==> config.mk <==
export PLATFORM = sky130hd
export DESIGN_NAME = otsu_mul
export DESIGN_NICKNAME = d
export VERILOG_FILES = /design/src/hdl/otsu_pkg.sv /design/src/hdl/otsu_mul.sv
export SDC_FILE = /design/constraint.sdc
export NUM_CORES = 2
export LEC_CHECK = 0
export ABC_CLOCK_PERIOD_IN_PS = 5700
export BUFFER_PORTS_ARGS = -buffer_cell sky130_fd_sc_hd__buf_2
export CAP_MARGIN = 10
export CORE_MARGIN = 2
export CORE_UTILIZATION = 45
export DETAILED_ROUTE_END_ITERATION = 12
export PLACE_DENSITY = 0.7
export SETUP_SLACK_MARGIN = 0.5
export SLEW_MARGIN = 20
export SYNTH_ARGS = -nofsm -noshare
export SYNTH_HDL_FRONTEND = slang
export SYNTH_SLANG_ARGS = --single-unit
==> constraint.sdc <==
create_clock -name clk -period 5.7 [get_ports clk]
set_clock_uncertainty 0.05 [all_clocks]
set_input_delay 1.425 -clock clk [delete_from_list [all_inputs] [get_ports clk]]
set_output_delay 1.425 -clock clk [all_outputs]
set_load 0.02 [all_outputs]
==> src/hdl/otsu_pkg.sv <==
package otsu_pkg;

  localparam int BINS    = 256;
  localparam int BIN_W   = $clog2(BINS);
  localparam int PIX_W   = 8;
  localparam int CNT_W   = 20;
  localparam logic [CNT_W-1:0] CNT_MAX = {CNT_W{1'b1}};
  localparam int SUM_W   = CNT_W + BIN_W;
  localparam int D_W     = SUM_W + CNT_W;
  localparam int D2_W    = 2 * D_W;
  localparam int DEN_W   = 2 * CNT_W;
  localparam int MA_W    = D2_W;
  localparam int MB_W    = D_W;
  localparam int DIG_W   = 8;
  localparam int DIGITS  = (MB_W + DIG_W - 1) / DIG_W;
  localparam int MBP_W   = DIGITS * DIG_W;
  localparam int K_W     = $clog2(DIGITS);
  localparam int P_W     = MA_W + MBP_W;
  localparam int QDEPTH  = 4;
  localparam int QA_W    = $clog2(QDEPTH);

  typedef struct packed {
    logic [PIX_W-1:0] pixel;
    logic             last_pixel;
  } in_t;

  typedef struct packed {
    logic [BIN_W-1:0] threshold;
    logic             overflow;
  } out_t;

  typedef struct packed {
    logic [BIN_W-1:0] level;
    logic             last;
  } q_t;

  typedef struct packed {
    logic            start;
    logic [MA_W-1:0] a;
    logic [MB_W-1:0] b;
  } mul_req_t;

  typedef struct packed {
    logic           busy;
    logic           done;
    logic [P_W-1:0] p;
  } mul_rsp_t;

  typedef enum logic [2:0] {
    S_BUILD,
    S_RD,
    S_ACC,
    S_MUL,
    S_CMP,
    S_DONE
  } state_t;

  typedef enum logic [2:0] {
    OP_X,
    OP_Y,
    OP_D2,
    OP_DEN,
    OP_LHS,
    OP_RHS
  } op_t;

endpackage

==> src/hdl/otsu_mul.sv <==
module otsu_mul (
  input  logic                clk,
  input  logic                rst_n,
  input  otsu_pkg::mul_req_t  req,
  output otsu_pkg::mul_rsp_t  rsp
);
  import otsu_pkg::*;

  logic [MA_W-1:0]  a_r;
  logic [MBP_W-1:0] b_r;
  logic [P_W-1:0]   acc_r;
  logic [K_W-1:0]   k_r;
  logic             busy_r, done_r;
  logic [MA_W+DIG_W-1:0] part;

  // one digit of b per cycle while busy, most significant first
  assign part = a_r * b_r[MBP_W-1 -: DIG_W];

  assign rsp.busy = busy_r;
  assign rsp.done = done_r;
  assign rsp.p    = acc_r;

  always_ff @(posedge clk) begin
    if (!rst_n) begin
      busy_r <= 1'b0;
      done_r <= 1'b0;
      k_r    <= '0;
    end else begin
      done_r <= 1'b0;
      if (req.start) begin
        busy_r <= 1'b1;
        k_r    <= '0;
      end else if (busy_r) begin
        k_r <= k_r + 1'b1;
        if (k_r == K_W'(DIGITS - 1)) begin
          busy_r <= 1'b0;
          done_r <= 1'b1;
        end
      end
    end
  end

  always_ff @(posedge clk) begin
    if (req.start) begin
      a_r   <= req.a;
      b_r   <= MBP_W'(req.b);
      acc_r <= '0;
    end else if (busy_r) begin
      acc_r <= (acc_r << DIG_W) + P_W'(part);
      b_r   <= b_r << DIG_W;
    end
  end

endmodule

=== Word-level counts from Yosys, hierarchy flattened ===
Cells that the tools add are included.

* Register bits: 293
* Input bits: 147
* Output and inout port bits: 146
* Logic and storage cells: 21

* $add $sub $neg: 2
* Multiply operators: 1
* Eq/ne operators: 1
* Mux-type cells: 6
* Bitwise gates (word level): 2
* Reduce and logical (&&, ||, !) cells: 3

{| class="wikitable"
|+ Operator list
! kind !! number
|-
| $add 144x104->144 || 1
|-
| $mul 96x8->104 || 1
|-
| $mux 48 || 2
|-
| $mux 1 || 4
|-
| $add 3x1->3 const B || 1
|-
| $eq 3x3->1 const B || 1
|-
| $reduce_or 3->1 || 1
|-
| $not 1->1 || 2
|-
| $reduce_bool 2->1 || 1
|-
| $reduce_or 2->1 || 1
|}

=== Depth between registers and ports, before layout ===
* Depth in word-level cells: 4
* Mapped depth: 25
* Depth with buffers taken out: 21

=== Worst setup path before layout ===
OpenSTA, ideal clock, no wires.

* Kind: reg-to-reg
* Start: register b_r[40]
* End: register acc_r[116]
* Setup time: 0.091 ns
* Data arrival time: 5.903 ns
* Data required time: 5.559 ns
* Slack: -0.344 ns
* Stages on the path, launching flop included: 26
* Buffers on the path: 5
* Period minus slack after synthesis: 6.044 ns
* Cells stage by stage: edfxtp_1 -> clkbuf_1 -> clkbuf_1 -> clkbuf_1 -> nand2_1 -> fa_1 -> inv_1 -> fa_1 -> fa_1 -> inv_1 -> fa_1 -> inv_1 -> ha_1 -> clkbuf_1 -> a21oi_1 -> o21ai_0 -> a221oi_1 -> nand3_1 -> a211oi_1 -> nor2_1 -> o211a_4 -> nor2_2 -> o21ba_1 -> clkbuf_1 -> o21ai_0 -> a311oi_1

* Cells in the longest elaborated chain, start to end: 2

{| class="wikitable"
|+ RTL lines
! element !! RTL line !! RTL
|-
| from (decl) || otsu_mul.sv:10 || <nowiki>logic [MBP_W-1:0] b_r;</nowiki>
|-
| from (signal assigned) || otsu_mul.sv:46 || <nowiki>b_r <= MBP_W'(req.b);</nowiki>
|-
| from (signal assigned) || otsu_mul.sv:50 || <nowiki>b_r <= b_r << DIG_W;</nowiki>
|-
| $mul 96x8->104 || otsu_mul.sv:17 || <nowiki>assign part = a_r * b_r[MBP_W-1 -: DIG_W];</nowiki>
|-
| $add 144x104->144 || otsu_mul.sv:49 || <nowiki>acc_r <= (acc_r << DIG_W) + P_W'(part);</nowiki>
|-
| to (signal assigned) || otsu_mul.sv:49 ||
|-
| to (decl) || otsu_mul.sv:11 || <nowiki>logic [P_W-1:0] acc_r;</nowiki>
|}

No other way between the ends.
A chain may end at the register's enable or synchronous reset.

=== Final worst setup path ===
* Start: register b_r[40]
* End: register acc_r[136]

The elaborated chain is that of the path after synthesis.

==> reports/metrics.cfg <==
[clock_network]
clk_pin_slew_worst_paths_ns=0.06
tritoncts=built
cts.root.buffer_cell=clkbuf_16
clock_sinks=293
ctsHtreeMaxLevel=2
cts_buffer_depth=3
clkLatencyLatePin_ns=0.62
cts_buffers=41

[setup_path]
path_cells=buf_12, buf_8, buf_12, nand2_1, fa_1, inv_2, fa_1, fa_1, inv_1, fa_1, inv_2, ha_4, and4_4, buf_6, o211ai_1, a211o_1, a2111oi_4, o211a_4, o211a_4, nor2_4, o21ba_4, or4_1, a311oi_1
cp.required_ns=6.16
slowest_delay_ns=0.53
critPathCaptureType=register
worstPathArrival_ns=6.65
crit_path_max_fanout=7
cp_common_cell=fa_1
critical_path_class=reg2reg
startpoint_type=register
crit_slowest_cell=fa_1

[grt]
antenna_found_initial=4
grt_max_degree=118
grt_pass1_wl_mm=193
grt_pass1_vias=34900
grt_use_total_pct=27.8
grt.overflow.total=0

[yosys]
ys_seq_area_share_pct=18.9
syn_area_per_cell_um2=9.16
ys_warn_count=0
synth_top_cells_by_area=fa_1 34%, edfxtp_1 11%, and2_1 9.4%
synth_common_cells=819 x inv_1, 659 x fa_1, 581 x and2_1
synth_flop_cell=dfxtp_1
yosysTopAreaCell=fa_1
synth.most_common_cell=inv_1
postSynth.asyncResetShare_pct=0
syn_nets=5154
synthesis.area_um2=38600
netlist.area_leader.share_pct=34.2
synth_edf_count=144
synth_seq_cells=293
ys_types=84
syn_inst=4214

[timing]
max_slew.worst_pin.slew_ns=1.03
setup_ws_ns=-0.483
post-route-period-util_pct=108
slew_headroom_pct=31.2
rsz0062_at_grt=yes
fmax_mhz=162
setup_viol_count_final=83
hold_viol=0
slew_violations=0
fin_crit_ns=6.18

[finish]
fin_cells=6189
final_layout_size_suffix_gt1_share_pct=26.3
nNetsFinal=5948
areaGrowthSynthToFinish_pct=27.6

[job]
cap_viol_max_count=0

[die]
fp.dieW_um=297
rows=107
die_h_um=297
core_um2=85100
design.die.area_um2=88200
initial_core_util_pct=45.4
num_io_pins=293

[route]
dr.pass1.iters=6
detail-route-antenna-nets=0
wl_mm=121
wire_per_inst_um=19.6
via_count=32600
drt-initial-drc-count=2084
drc_errors=0
avgViaCountPerCell=5.26

[placement]
dp_hpwl_mm=95.9
dp.cells=6072
port_buffers=292
place_congestion=0.952

[worst_hold_path]
min_path_type=reg2reg

[status]
failed_checks=setup timing
status=finished, violations left

[critical path, delay by kind of cell (launching register included)]
| kind | cells | cell delay, ns |
|---|---|---|
| simple gates | 4 | 0.82 |
| compound gates | 7 | 1.90 |
| buf+inv | 7 | 0.63 |
| flops | 1 | 0.39 |
| fa+ha+maj | 5 | 2.29 |
[per-layer routing]
layer	global-route usage, %	wire length [um]
met1	35.7	49200
met2	47.4	59300
met3	4.89	8800
met4	9.21	4060
met5	0	0
[layout make-up]
class                           count  area [um2]
Inverter                          822        3090
Multi-Input combinational cell   2923       29300
Fill cell                        7392       35900
Tap cell                         1144        1430
Antenna cell                        4        10.0
Clock buffer                       49        1110
Clock inverter                     27         314
Timing Repair Buffer              927        6760
Sequential cell                   293        7310
[stage by stage]
| stage | TNS [ns] | hold slack, ns | cell area [um2] | setup slack (ns) | util, % |
|---|---|---|---|---|---|
| floorplan | 0 | 0.397 | 39200 | 0.0299 | - |
| global placement | -33.67 | 0.413 | 46000 | -0.820 | 54.1 |
| detailed placement | -38.47 | 0.418 | 46000 | -0.878 | 54.1 |
| CTS | -19.52 | 0.431 | 48500 | -0.474 | 57.0 |
| global route | -37.00 | 0.477 | 49300 | -0.651 | 57.9 |
| finish | -19.76 | 0.433 | 49300 | -0.483 | 57.9 |
[cell families after synthesis]
kind of cell	Yosys count	synth area share (%)
AND/OR/NAND/NOR	1358	18.3
XOR/XNOR	108	2.45
flip-flops	293	18.9
multiplexers	99	2.70
adder cells (fa/ha/maj)	793	38.5
AO/OA/AOI/OAI	565	9.43
buffers and inverters	998	9.74
[registers in the layout (all words and copies together) (netlist names)]
name / cells
done_r: 1
busy_r: 1
acc_r: 144
b_r: 48
k_r: 3
a_r: 96
[placed cells by master (no fill, tap or decap), drive strengths merged, types with 13 or more instances in the layout]
| master | count |
|---|---|
| a21o | 54 |
| o21a | 15 |
| nor3 | 24 |
| mux2 | 40 |
| fa | 659 |
| o21ai | 130 |
| inv | 827 |
| nand3 | 43 |
| a21oi | 176 |
| o22ai | 30 |
| a311oi | 13 |
| ha | 134 |
| a31oi | 14 |
| buf | 926 |
| clkinv | 17 |
| clkbuf | 49 |
| o21bai | 34 |
| xor2 | 38 |
| nand2 | 380 |
| mux2i | 59 |
| or3 | 15 |
| dfxtp | 149 |
| nand4 | 52 |
| and2 | 581 |
| a211oi | 19 |
| nor2 | 185 |
| edfxtp | 144 |
| and3 | 23 |
| xnor2 | 70 |
[worst paths after layout]
kind,from,to,slack [ns],depth (start not counted)
worst min-delay path,acc_r[95],acc_r[95],0.43,2
worst min register to register,acc_r[95],acc_r[95],0.43,2
worst max register to register,b_r[40],acc_r[136],-0.48,23
worst max-delay path,b_r[40],acc_r[136],-0.48,23
[what timing repair did]
action,in CTS,in global routing
pin swaps,72,48
gates resized for setup,179,138
setup endpoints to repair,114,123
gates cloned,2,0
hold buffers,0,0
setup buffers,21,14
Power is left out: the tool's default activity adds up to more than one toggle a clock period on the data nets, which glitch-free logic cannot reach.
