`src/hdl/otsu_pkg.sv`:
```
package otsu_pkg;

  localparam int BINS    = 256;
  localparam int BIN_W   = $clog2(BINS);
  localparam int PIX_W   = 8;
  localparam int CNT_W   = 20;
  localparam logic [CNT_W-1:0] CNT_MAX = {CNT_W{1'b1}};
  localparam int SUM_W   = CNT_W + BIN_W;
  localparam int D_W     = SUM_W + CNT_W;
  localparam int D2_W    = 2 * D_W;
  localparam int DEN_W   = 2 * CNT_W;
  localparam int MA_W    = D2_W;
  localparam int MB_W    = D_W;
  localparam int DIG_W   = 8;
  localparam int DIGITS  = (MB_W + DIG_W - 1) / DIG_W;
  localparam int MBP_W   = DIGITS * DIG_W;
  localparam int K_W     = $clog2(DIGITS);
  localparam int P_W     = MA_W + MBP_W;
  localparam int QDEPTH  = 4;
  localparam int QA_W    = $clog2(QDEPTH);

  typedef struct packed {
    logic [PIX_W-1:0] pixel;
    logic             last_pixel;
  } in_t;

  typedef struct packed {
    logic [BIN_W-1:0] threshold;
    logic             overflow;
  } out_t;

  typedef struct packed {
    logic [BIN_W-1:0] level;
    logic             last;
  } q_t;

  typedef struct packed {
    logic            start;
    logic [MA_W-1:0] a;
    logic [MB_W-1:0] b;
  } mul_req_t;

  typedef struct packed {
    logic           busy;
    logic           done;
    logic [P_W-1:0] p;
  } mul_rsp_t;

  typedef enum logic [2:0] {
    S_BUILD,
    S_RD,
    S_ACC,
    S_MUL,
    S_CMP,
    S_DONE
  } state_t;

  typedef enum logic [2:0] {
    OP_X,
    OP_Y,
    OP_D2,
    OP_DEN,
    OP_LHS,
    OP_RHS
  } op_t;

endpackage

```
`src/hdl/otsu_front.sv`:
```
module otsu_front (
  input  logic            clk,
  input  logic            rst_n,
  input  logic            in_valid,
  output logic            in_ready,
  input  otsu_pkg::in_t   in_data,
  output logic            q_valid,
  output otsu_pkg::q_t    q_head,
  input  logic            q_pop
);
  import otsu_pkg::*;

  q_t              q_r [QDEPTH];
  logic [QA_W-1:0] wp_r, rp_r;
  logic [QA_W:0]   cnt_r;
  logic            push, pop;
  q_t              entry;

  assign in_ready = (cnt_r != (QA_W+1)'(QDEPTH));
  assign q_valid  = (cnt_r != '0);
  assign q_head   = q_r[rp_r];
  assign push     = in_valid && in_ready;
  assign pop      = q_pop && q_valid;

  // clamp out-of-range levels into the top bin
  always_comb begin
    entry.last = in_data.last_pixel;
    if (32'(in_data.pixel) > BINS - 1) begin
      entry.level = BIN_W'(BINS - 1);
    end else begin
      entry.level = BIN_W'(in_data.pixel);
    end
  end

  always_ff @(posedge clk) begin
    if (!rst_n) begin
      wp_r  <= '0;
      rp_r  <= '0;
      cnt_r <= '0;
    end else begin
      if (push) begin
        wp_r <= wp_r + 1'b1;
      end
      if (pop) begin
        rp_r <= rp_r + 1'b1;
      end
      if (push && !pop) begin
        cnt_r <= cnt_r + 1'b1;
      end else if (pop && !push) begin
        cnt_r <= cnt_r - 1'b1;
      end
    end
  end

  always_ff @(posedge clk) begin
    if (push) begin
      q_r[wp_r] <= entry;
    end
  end

endmodule

```
`config.mk`:
```
export PLATFORM = sky130hd
export DESIGN_NAME = otsu_front
export DESIGN_NICKNAME = d
export VERILOG_FILES = /design/src/hdl/otsu_pkg.sv /design/src/hdl/otsu_front.sv
export SDC_FILE = /design/constraint.sdc
export NUM_CORES = 1
export LEC_CHECK = 0
export ABC_AREA = 1
export BUFFER_PORTS_ARGS = -buffer_cell sky130_fd_sc_hd__buf_4
export CORE_ASPECT_RATIO = 1.1
export CORE_MARGIN = 1.5
export CORE_UTILIZATION = 56
export CTS_CLUSTER_SIZE = 8
export DETAILED_ROUTE_END_ITERATION = 10
export PLACE_DENSITY = 0.78
export SLEW_MARGIN = 20
export SYNTH_ARGS = -nofsm -noshare
export SYNTH_HDL_FRONTEND = slang
export SYNTH_SLANG_ARGS = --single-unit
```
`constraint.sdc`:
```
create_clock -name clk -period 2.22 [get_ports clk]
set_input_delay 0.444 -clock clk [delete_from_list [all_inputs] [get_ports clk]]
set_output_delay 0.444 -clock clk [all_outputs]
set_load 0.02 [all_outputs]
```
After elaboration in Yosys (flattened, before gate mapping)
Memories as Yosys holds them, arrays and structs flattened. A register that Yosys moved wholly into a read port is not among the register bits.
Index checks and enable logic that the tools add are counted.

word-level totals
  bits in writable memories = 36
  word-level logic and storage cells = 23
  input bits = 13
  memories = 1
  output and inout bits = 11
  register bits = 7

operators by class
  mux-type cells = 6
  equality and inequality tests = 1
  add/subtract/negate cells = 4
  reductions and logical operators = 8

memories
  name  depth  bits a word  read ports  clocked after Yosys merged registers in  wr ports  line              text
  q_r   4      9            1           1                                        1         otsu_front.sv:13  q_t q_r [QDEPTH];

operators by type and width
  kind                                                                 number
  3-bit 2-to-1 mux                                                     2
  2-bit by 1-bit adder with 2-bit output (second input constant)       2
  1-bit logical AND                                                    4
  2-bit 2-to-1 mux                                                     2
  3-bit by 1-bit adder with 3-bit output (second input constant)       1
  3-bit inequality test (second input constant)                        1
  3-bit nonzero test                                                   1
  3-bit by 1-bit subtractor with 3-bit output (second input constant)  1
  1-bit zero test                                                      2
  1-bit 2-to-1 mux                                                     2
  2-bit nonzero test                                                   1

Longest topological paths before layout
Gate-level depths: netlist of the first run.

  depth in word-level cells = 6
  gate-level depth with buffers = 13
  gate-level depth less buffers = 13

Least setup slack after synthesis of the first run
OpenSTA, ideal clock, no wires.

  kind = register to register
  start point = reg cnt_r[1]
  end point = reg cnt_r[1]
  data arrival time = 1.590 ns
  cell stages (with the launch flop) = 10
  required time = 2.104 ns
  library setup time = 0.116 ns
  buffers on the path = 0
  setup slack = 0.514 ns
  clock period less this slack = 1.706 ns
  cell sequence = dfxtp_1 > nor2_4 > nand2_4 > nand2_4 > inv_2 > ha_1 > inv_1 > fa_1 > o21ai_0 > nor2_1

on the way
  word-level cells in the longest chain between the ends = 5
  elaborated cells between the ends (all ways) = 13
  those cells by class = 2 x add/sub; 1 x eq/ne; 2 x mux; 8 x reduce/logical

ends and longest elaborated chain
  item                          line              text
  from (decl)                   otsu_front.sv:15  logic [QA_W:0] cnt_r;
  from (signal assigned)        otsu_front.sv:48  cnt_r <= cnt_r + 1'b1;
  from (signal assigned)        otsu_front.sv:50  cnt_r <= cnt_r - 1'b1;
  3-bit inequality test *       otsu_front.sv:19  assign in_ready = (cnt_r != (QA_W+1)'(QDEPTH));
  named net in_ready            otsu_front.sv:5   output logic in_ready,
  1-bit logical AND *           otsu_front.sv:22  assign push = in_valid && in_ready;
  named net push                otsu_front.sv:16  logic push, pop;
  1-bit zero test               otsu_front.sv:49  end else if (pop && !push) begin
  1-bit logical AND             otsu_front.sv:49
  2-bit nonzero test (no line)  -

Mark *: on every way through the listed nets, which the timed path passes. The rest lies on a longest branch. The select of a mux whose other input is x is not followed.
A chain may end at the register's enable or synchronous reset.

==> flow_summary.yaml, run 1 <==
power_and_ir_drop:
  switching_share: 0.354
  cellPowerDensity_nw_per_um2: 1080
  seq_power_share: 0.479
  clock_power_share: 0.152
  vdd_drop_max_v: 0.000743
  power_frac_comb: 0.369
  internal_power_mw: 1.49
  p_sw_uw: 815
  finalPower_mw: 2.30
  p_leak_nw: 0.833
min_path:
  hp-class: "in -> reg"
  min_from: "in_data[4]"
sta:
  fin_ws_ns: 0.234
  setup_viol: 0
  finalClockSkew_ns: 0.00759
  tns_ns: 0
  rsz0062_at_grt: "no"
  max_freq_mhz: 504
  worstMarginPinSlew_ns: 0.354
  fin_crit_sh: 0.894
  whs_ns: 0.296
  period_minus_slack_ns: 1.99
  slew_headroom: 0.764
  finalMaxSlewViolations: 0
  hold_viol: 0
critical_path:
  r2r_start: "cnt_r[1]$_SDFFE_PN0P_"
  rrSetupSlack_ns: 0.42
  critPathMaxFanout: 10
  slowest_delay_ns: 0.55
  worstReg2RegEnd: "cnt_r[1]$_SDFFE_PN0P_"
  ff2ff_path_depth: 9
  worst-path-stages: 4
  critPathKind: "reg -> out"
  cp-start-kind: "flip-flop"
  cp_cell_sequence: "inv_1, o21ai_0, o22ai_1, buf_4"
  cp-endpoint: "q_head[7]"
  critPathSlowestCell: "dfxtp_1"
  cp_data_arrival_time_ns: 1.54
  worstPathRequired_ns: 1.78
  crit_buf_inv: 2
  crit_family: "flip-flops"
  cp-end-kind: "output port"
clocking:
  cts_hold_buf: 0
  cts.htree.levels: 2
  cts_tree: "yes"
  root_buffer: "clkbuf_4"
  clock-sinks: 45
  post_cts_buffers: 0
  clk_latency_ns: 0.34
  numCtsBuffers: 5
  post_cts_resized: 0
  clk_pin_slew_ns: 0.12
  clock_path_buffers: 2
floorplanning:
  die_area_sq_um: 3680
  placementRows: 21
  coreArea_sq_um: 3100
  ios: 24
  die_h_um: 63.5
  initial_core_util: 0.600
  die_w_um: 58.0
final_layout:
  area_delta_synth_final_pct: 14.6
  drive_gt1_frac: 0.230
  antenna_cells: 0
  nets: 205
  fin_cells: 221
logic_synthesis:
  yosysSeqAreaShare: 0.677
  syn_nets: 173
  postSynthCellCount: 154
  ys_types: 20
  syn_area_sq_um: 1860
  synth_area_per_cell_sq_um: 12.1
  synth_seq_cells: 45
  yosys_warnings: 0
route:
  vias: 1177
  avgRoutedWirePerCell_um: 13.8
  drt-initial-drc-count: 37
  drt_wl_total_um: 3040
  routed_via_density: 5.33
  drc: 0
  drtPass1Iterations: 6
  drt.antenna.violating_nets: 0
global_routing:
  grtUsageTotal: 0.189
  globalRouteOverflowTotal: 0
  grt_pass1_vias: 1179
  grt_pass1_wl_um: 5140
  grt_max_degree: 20
  antenna_found_initial: 0
placed_design:
  dp_cells: 213
  preCtsSetupSlack_ns: 0.427
  port_buffers: 23
  gp_congestion: 0.702
  dp_hpwl_um: 2180
flow_run:
  cap_violations: 0
outcome:
  outcome: "finished, final reports clean"
==> layout by cell type, fill, tap and decap left out, types with 5 or more instances in the layout <==
cell type / count
buf_4: 28
dfxtp_1: 9
inv_1: 13
edfxtp_1: 36
nand2_1: 10
o21ai_0: 17
nor2_1: 31
clkbuf_4: 5
o22ai_1: 9
ha_1: 5
==> how the worst min path moves through the flow <==
stage	cells past startpoint	slack, ns	end
finish	1	0.30	q_r[3][4]$_DFFE_PP_
global route	1	0.27	q_r[3][5]$_DFFE_PP_
CTS	1	0.28	q_r[2][4]$_DFFE_PP_
detailed placement	2	0.50	rp_r[0]$_SDFFE_PN0P_
global placement	2	0.48	rp_r[0]$_SDFFE_PN0P_
floorplan	2	0.46	flip-flop
==> power groups by stage <==
stage          Combinational, mW  Sequential (mW)  Clock (mW)
4_1_cts                    0.861             1.11       0.366
6_report                   0.848             1.10       0.350
5_1_grt                    0.941             1.12       0.398
3_5_place_dp               0.856             1.12           0
2_1_floorplan              0.591             1.11           0
3_3_place_gp               0.818             1.12           0
==> registers in the layout, summed over array words and instances (netlist names), named ones only <==
register / count
cnt_r: 3
q_r: 36
rp_r: 2
wp_r: 2
==> layout make-up <==
| type | instances | area (sq um) |
|---|---|---|
| repair buffers | 28 | 210 |
| clock inverters | 1 | 7.51 |
| well taps | 34 | 42.5 |
| clock buffers | 7 | 45.0 |
| flip-flops and latches | 45 | 1260 |
| multi-input cells | 90 | 502 |
| inverters | 16 | 65.1 |
| fillers | 250 | 967 |
==> worst register-to-register path: cells and delay by family (launching register included) <==
family / cells / cell delay (ns)
simple gates: 4 / 0.42
fa+ha+maj: 2 / 0.61
compound gates: 1 / 0.18
flops: 1 / 0.37
buf+inv: 2 / 0.14
==> cell families (layout without fill, tap and decap cells) <==
kind of cell / Yosys count / in the layout / synth area share
compound gates: 31 / 31 / 0.0894
flops: 45 / 45 / 0.677
simple gates: 52 / 52 / 0.131
fa+ha+maj: 6 / 6 / 0.0444
xor+xnor: 1 / 1 / 0.00471
buf+inv: 19 / 52 / 0.0531
==> cells in the mapped netlist (all sizes together) <==
library cell | n | area (sq um)
a21oi | 3 | 15.0
buf | 3 | 33.8
dfxtp | 9 | 180
edfxtp | 36 | 1080
fa | 1 | 20.0
ha | 5 | 62.6
inv | 16 | 65.1
nand2 | 15 | 88.8
nand3 | 4 | 20.0
nand3b | 1 | 7.51
nor2 | 32 | 128
o21ai | 19 | 95.1
o22ai | 9 | 56.3
xor2 | 1 | 8.76
==> metrics by stage <==
step           area (sq um)   util
5_1_grt                2130  0.688
6_report               2130  0.688
3_3_place_gp           2080  0.671
2_1_floorplan          1860      -
3_5_place_dp           2080  0.671
4_1_cts                2130  0.688
==> layer usage <==
layer  global-route usage  up-vias  part of all wire
li1                     -      592                 -
met1                0.220      554              0.40
met2                0.325       25              0.55
met3               0.0493        6             0.037
met4               0.0814        0             0.017
met5                    0        -                 0
(Power assumes the default switching activity.)
==> run 2: changes to the inputs <==
--- a/config.mk
+++ b/config.mk
@@ -6,13 +6,12 @@
 export NUM_CORES = 1
 export LEC_CHECK = 0
 export ABC_AREA = 1
-export BUFFER_PORTS_ARGS = -buffer_cell sky130_fd_sc_hd__buf_4
 export CORE_ASPECT_RATIO = 1.1
 export CORE_MARGIN = 1.5
-export CORE_UTILIZATION = 56
+export CORE_UTILIZATION = 40
 export CTS_CLUSTER_SIZE = 8
 export DETAILED_ROUTE_END_ITERATION = 10
-export PLACE_DENSITY = 0.78
+export DONT_BUFFER_PORTS = 1
 export SLEW_MARGIN = 20
 export SYNTH_ARGS = -nofsm -noshare
 export SYNTH_HDL_FRONTEND = slang
==> run 2 against run 1 <==
Final area shrank 4.4%. Flip-flop and latch count is the same. Die area grew 38%. Combinational power shrank 15%. Wire length grew 7.7%. Fmax shrank 1.9%. Critical path depth shrank 1. Total power grew 0.70%. Critical path type unchanged. Critical endpoint is now q_head[8].
==> flow_summary.yaml, run 2 (same netlist as run 1, synthesis figures left out) <==
floorplanning:
  die_area_sq_um: 5070
  placementRows: 25
  coreArea_sq_um: 4380
  die_h_um: 74.6
  ios: 24
  die_w_um: 68.1
  initial_core_util: 0.425
sta:
  tns_ns: 0
  hold_viol: 0
  fin_ws_ns: 0.196
  max_freq_mhz: 494
  slew_headroom: 0.613
  period_minus_slack_ns: 2.02
  finalMaxSlewViolations: 0
  fin_crit_sh: 0.912
  rsz0062_at_grt: "no"
  setup_viol: 0
  finalClockSkew_ns: 0.0113
  worstMarginPinSlew_ns: 0.578
global_routing:
  grtUsageTotal: 0.148
  grt_pass1_wl_um: 5230
  antenna_found_initial: 0
  grt_max_degree: 20
  globalRouteOverflowTotal: 0
  grt_pass1_vias: 1134
route:
  vias: 1111
  drtPass1Iterations: 4
  drt.antenna.violating_nets: 0
  routed_via_density: 5.05
  drt-initial-drc-count: 66
  drt_wl_total_um: 3270
  avgRoutedWirePerCell_um: 14.9
  drc: 0
final_layout:
  layout_common_cells: "36 x edfxtp_1, 31 x nor2_1, 17 x o21ai_0"
  nets: 184
  area_delta_synth_final_pct: 9.54
  top_register: "q_r"
  finalInstanceArea_sq_um: 2040
  multi_input_area_sq_um: 502
  antenna_cells: 0
  num-fill-cells: 403
  final_common_cell: "edfxtp_1"
  fin_cells: 220
  regArea_sq_um: 1260
  largest_reg_flops: 36
  drive_gt1_frac: 0.145
  final_util: 0.466
  top_regs: "q_r: 36 flops, cnt_r: 3 flops"
placed_design:
  dp_cells: 212
  preCtsSetupSlack_ns: 0.385
  gp_congestion: 0.711
  port_buffers: 0
  dp_hpwl_um: 2330
  dpl_cell_area_sq_um: 1950
critical_path:
  critPathKind: "reg -> out"
  cp-end-kind: "output port"
  ff2ff_path_depth: 9
  r2r_start: "cnt_r[1]$_SDFFE_PN0P_"
  critPathMaxFanout: 10
  worstReg2RegEnd: "cnt_r[1]$_SDFFE_PN0P_"
  cp_data_arrival_time_ns: 1.58
  slowest_delay_ns: 0.43
  worstPathRequired_ns: 1.78
  critPathSlowestCell: "dfxtp_1"
  cp-start-kind: "flip-flop"
  rrSetupSlack_ns: 0.36
  cp_cell_sequence: "inv_1, o21ai_0, o22ai_1"
power_and_ir_drop:
  power_frac_comb: 0.311
  vdd_drop_max_v: 0.000471
  seq_power_share: 0.477
  p_sw_uw: 841
  clock_power_share: 0.212
  cellPowerDensity_nw_per_um2: 1140
  p_leak_nw: 0.743
  internal_power_mw: 1.48
  switching_share: 0.363
clocking:
  post_cts_resized: 0
  cts_hold_buf: 0
  numCtsBuffers: 5
  cts.htree.levels: 2
  clk_latency_ns: 0.30
  clk_pin_slew_ns: 0.09
  post_cts_buffers: 0
  root_buffer: "clkbuf_8"
  clock-sinks: 45
  clock_path_buffers: 2
  cts_tree: "yes"
outcome:
  outcome: "finished, final reports clean"
min_path:
  min_from: "in_data[1]"
  holdPathStages: 0
  hp-class: "in -> reg"
  hold_path_end: "q_r[2][1]$_DFFE_PP_"
flow_run:
  cap_violations: 0
[run 2: cell types whose count changed in the layout (fill, tap and decap cells not counted), sizes merged]
cell,change
buf,-21
clkbuf,-2
clkinvlp,+2
[run 2: stage by stage]
stage,power (mW),hold WS [ns]
after global placement,1.81,0.479
after CTS,2.34,0.229
final,2.32,0.234
after floorplan,1.70,0.464
after global routing,2.46,0.214
after detailed placement,1.86,0.495
[run 2: cell type report]
| type | instances | share of cell area |
|---|---|---|
| flip-flops and latches | 45 | 0.618 |
| multi-input cells | 90 | 0.246 |
| clock buffers | 5 | 0.0337 |
| well taps | 54 | 0.0331 |
| inverters | 16 | 0.0319 |
| repair buffers | 7 | 0.0258 |
| clock inverters | 3 | 0.0110 |
[run 2: layer usage]
layer / track usage / up-vias / wire, um
met5: 0 / - / 0
met4: 0.0667 / 0 / 63
met3: 0.0575 / 6 / 211
met2: 0.247 / 26 / 1650
met1: 0.168 / 530 / 1350
li1: - / 549 / -
[run 2: worst max-delay path by stage]
| stage | slack, ns | start | end | depth (start not counted) |
|---|---|---|---|---|
| CTS | 0.16 | flip-flop | q_head[8] | 3 |
| detailed placement | 0.38 | cnt_r[1]$_SDFFE_PN0P_ | cnt_r[1]$_SDFFE_PN0P_ | 9 |
| floorplan | 0.51 | cnt_r[1]$_SDFFE_PN0P_ | cnt_r[1]$_SDFFE_PN0P_ | 9 |
| global route | 0.04 | flip-flop | q_head[8] | 3 |
| finish | 0.20 | flip-flop | q_head[8] | 3 |
| global placement | 0.46 | cnt_r[0]$_SDFFE_PN0P_ | cnt_r[2]$_SDFFE_PN0P_ | 13 |
[run 2: worst max-delay path, delay by kind of cell (launching register included)]
kind	cells	cell delay [ns]
AOI/OAI and AO/OA	2	0.56
buffers and inverters	1	0.29
DFF	1	0.43
[run 2: power groups by stage]
stage | Sequential [mW] | Combinational, mW | Clock [mW]
after floorplan | 1.11 | 0.591 | 0
after global placement | 1.12 | 0.695 | 0
after detailed placement | 1.13 | 0.732 | 0
after CTS | 1.11 | 0.735 | 0.504
after global routing | 1.12 | 0.799 | 0.539
final | 1.11 | 0.720 | 0.492
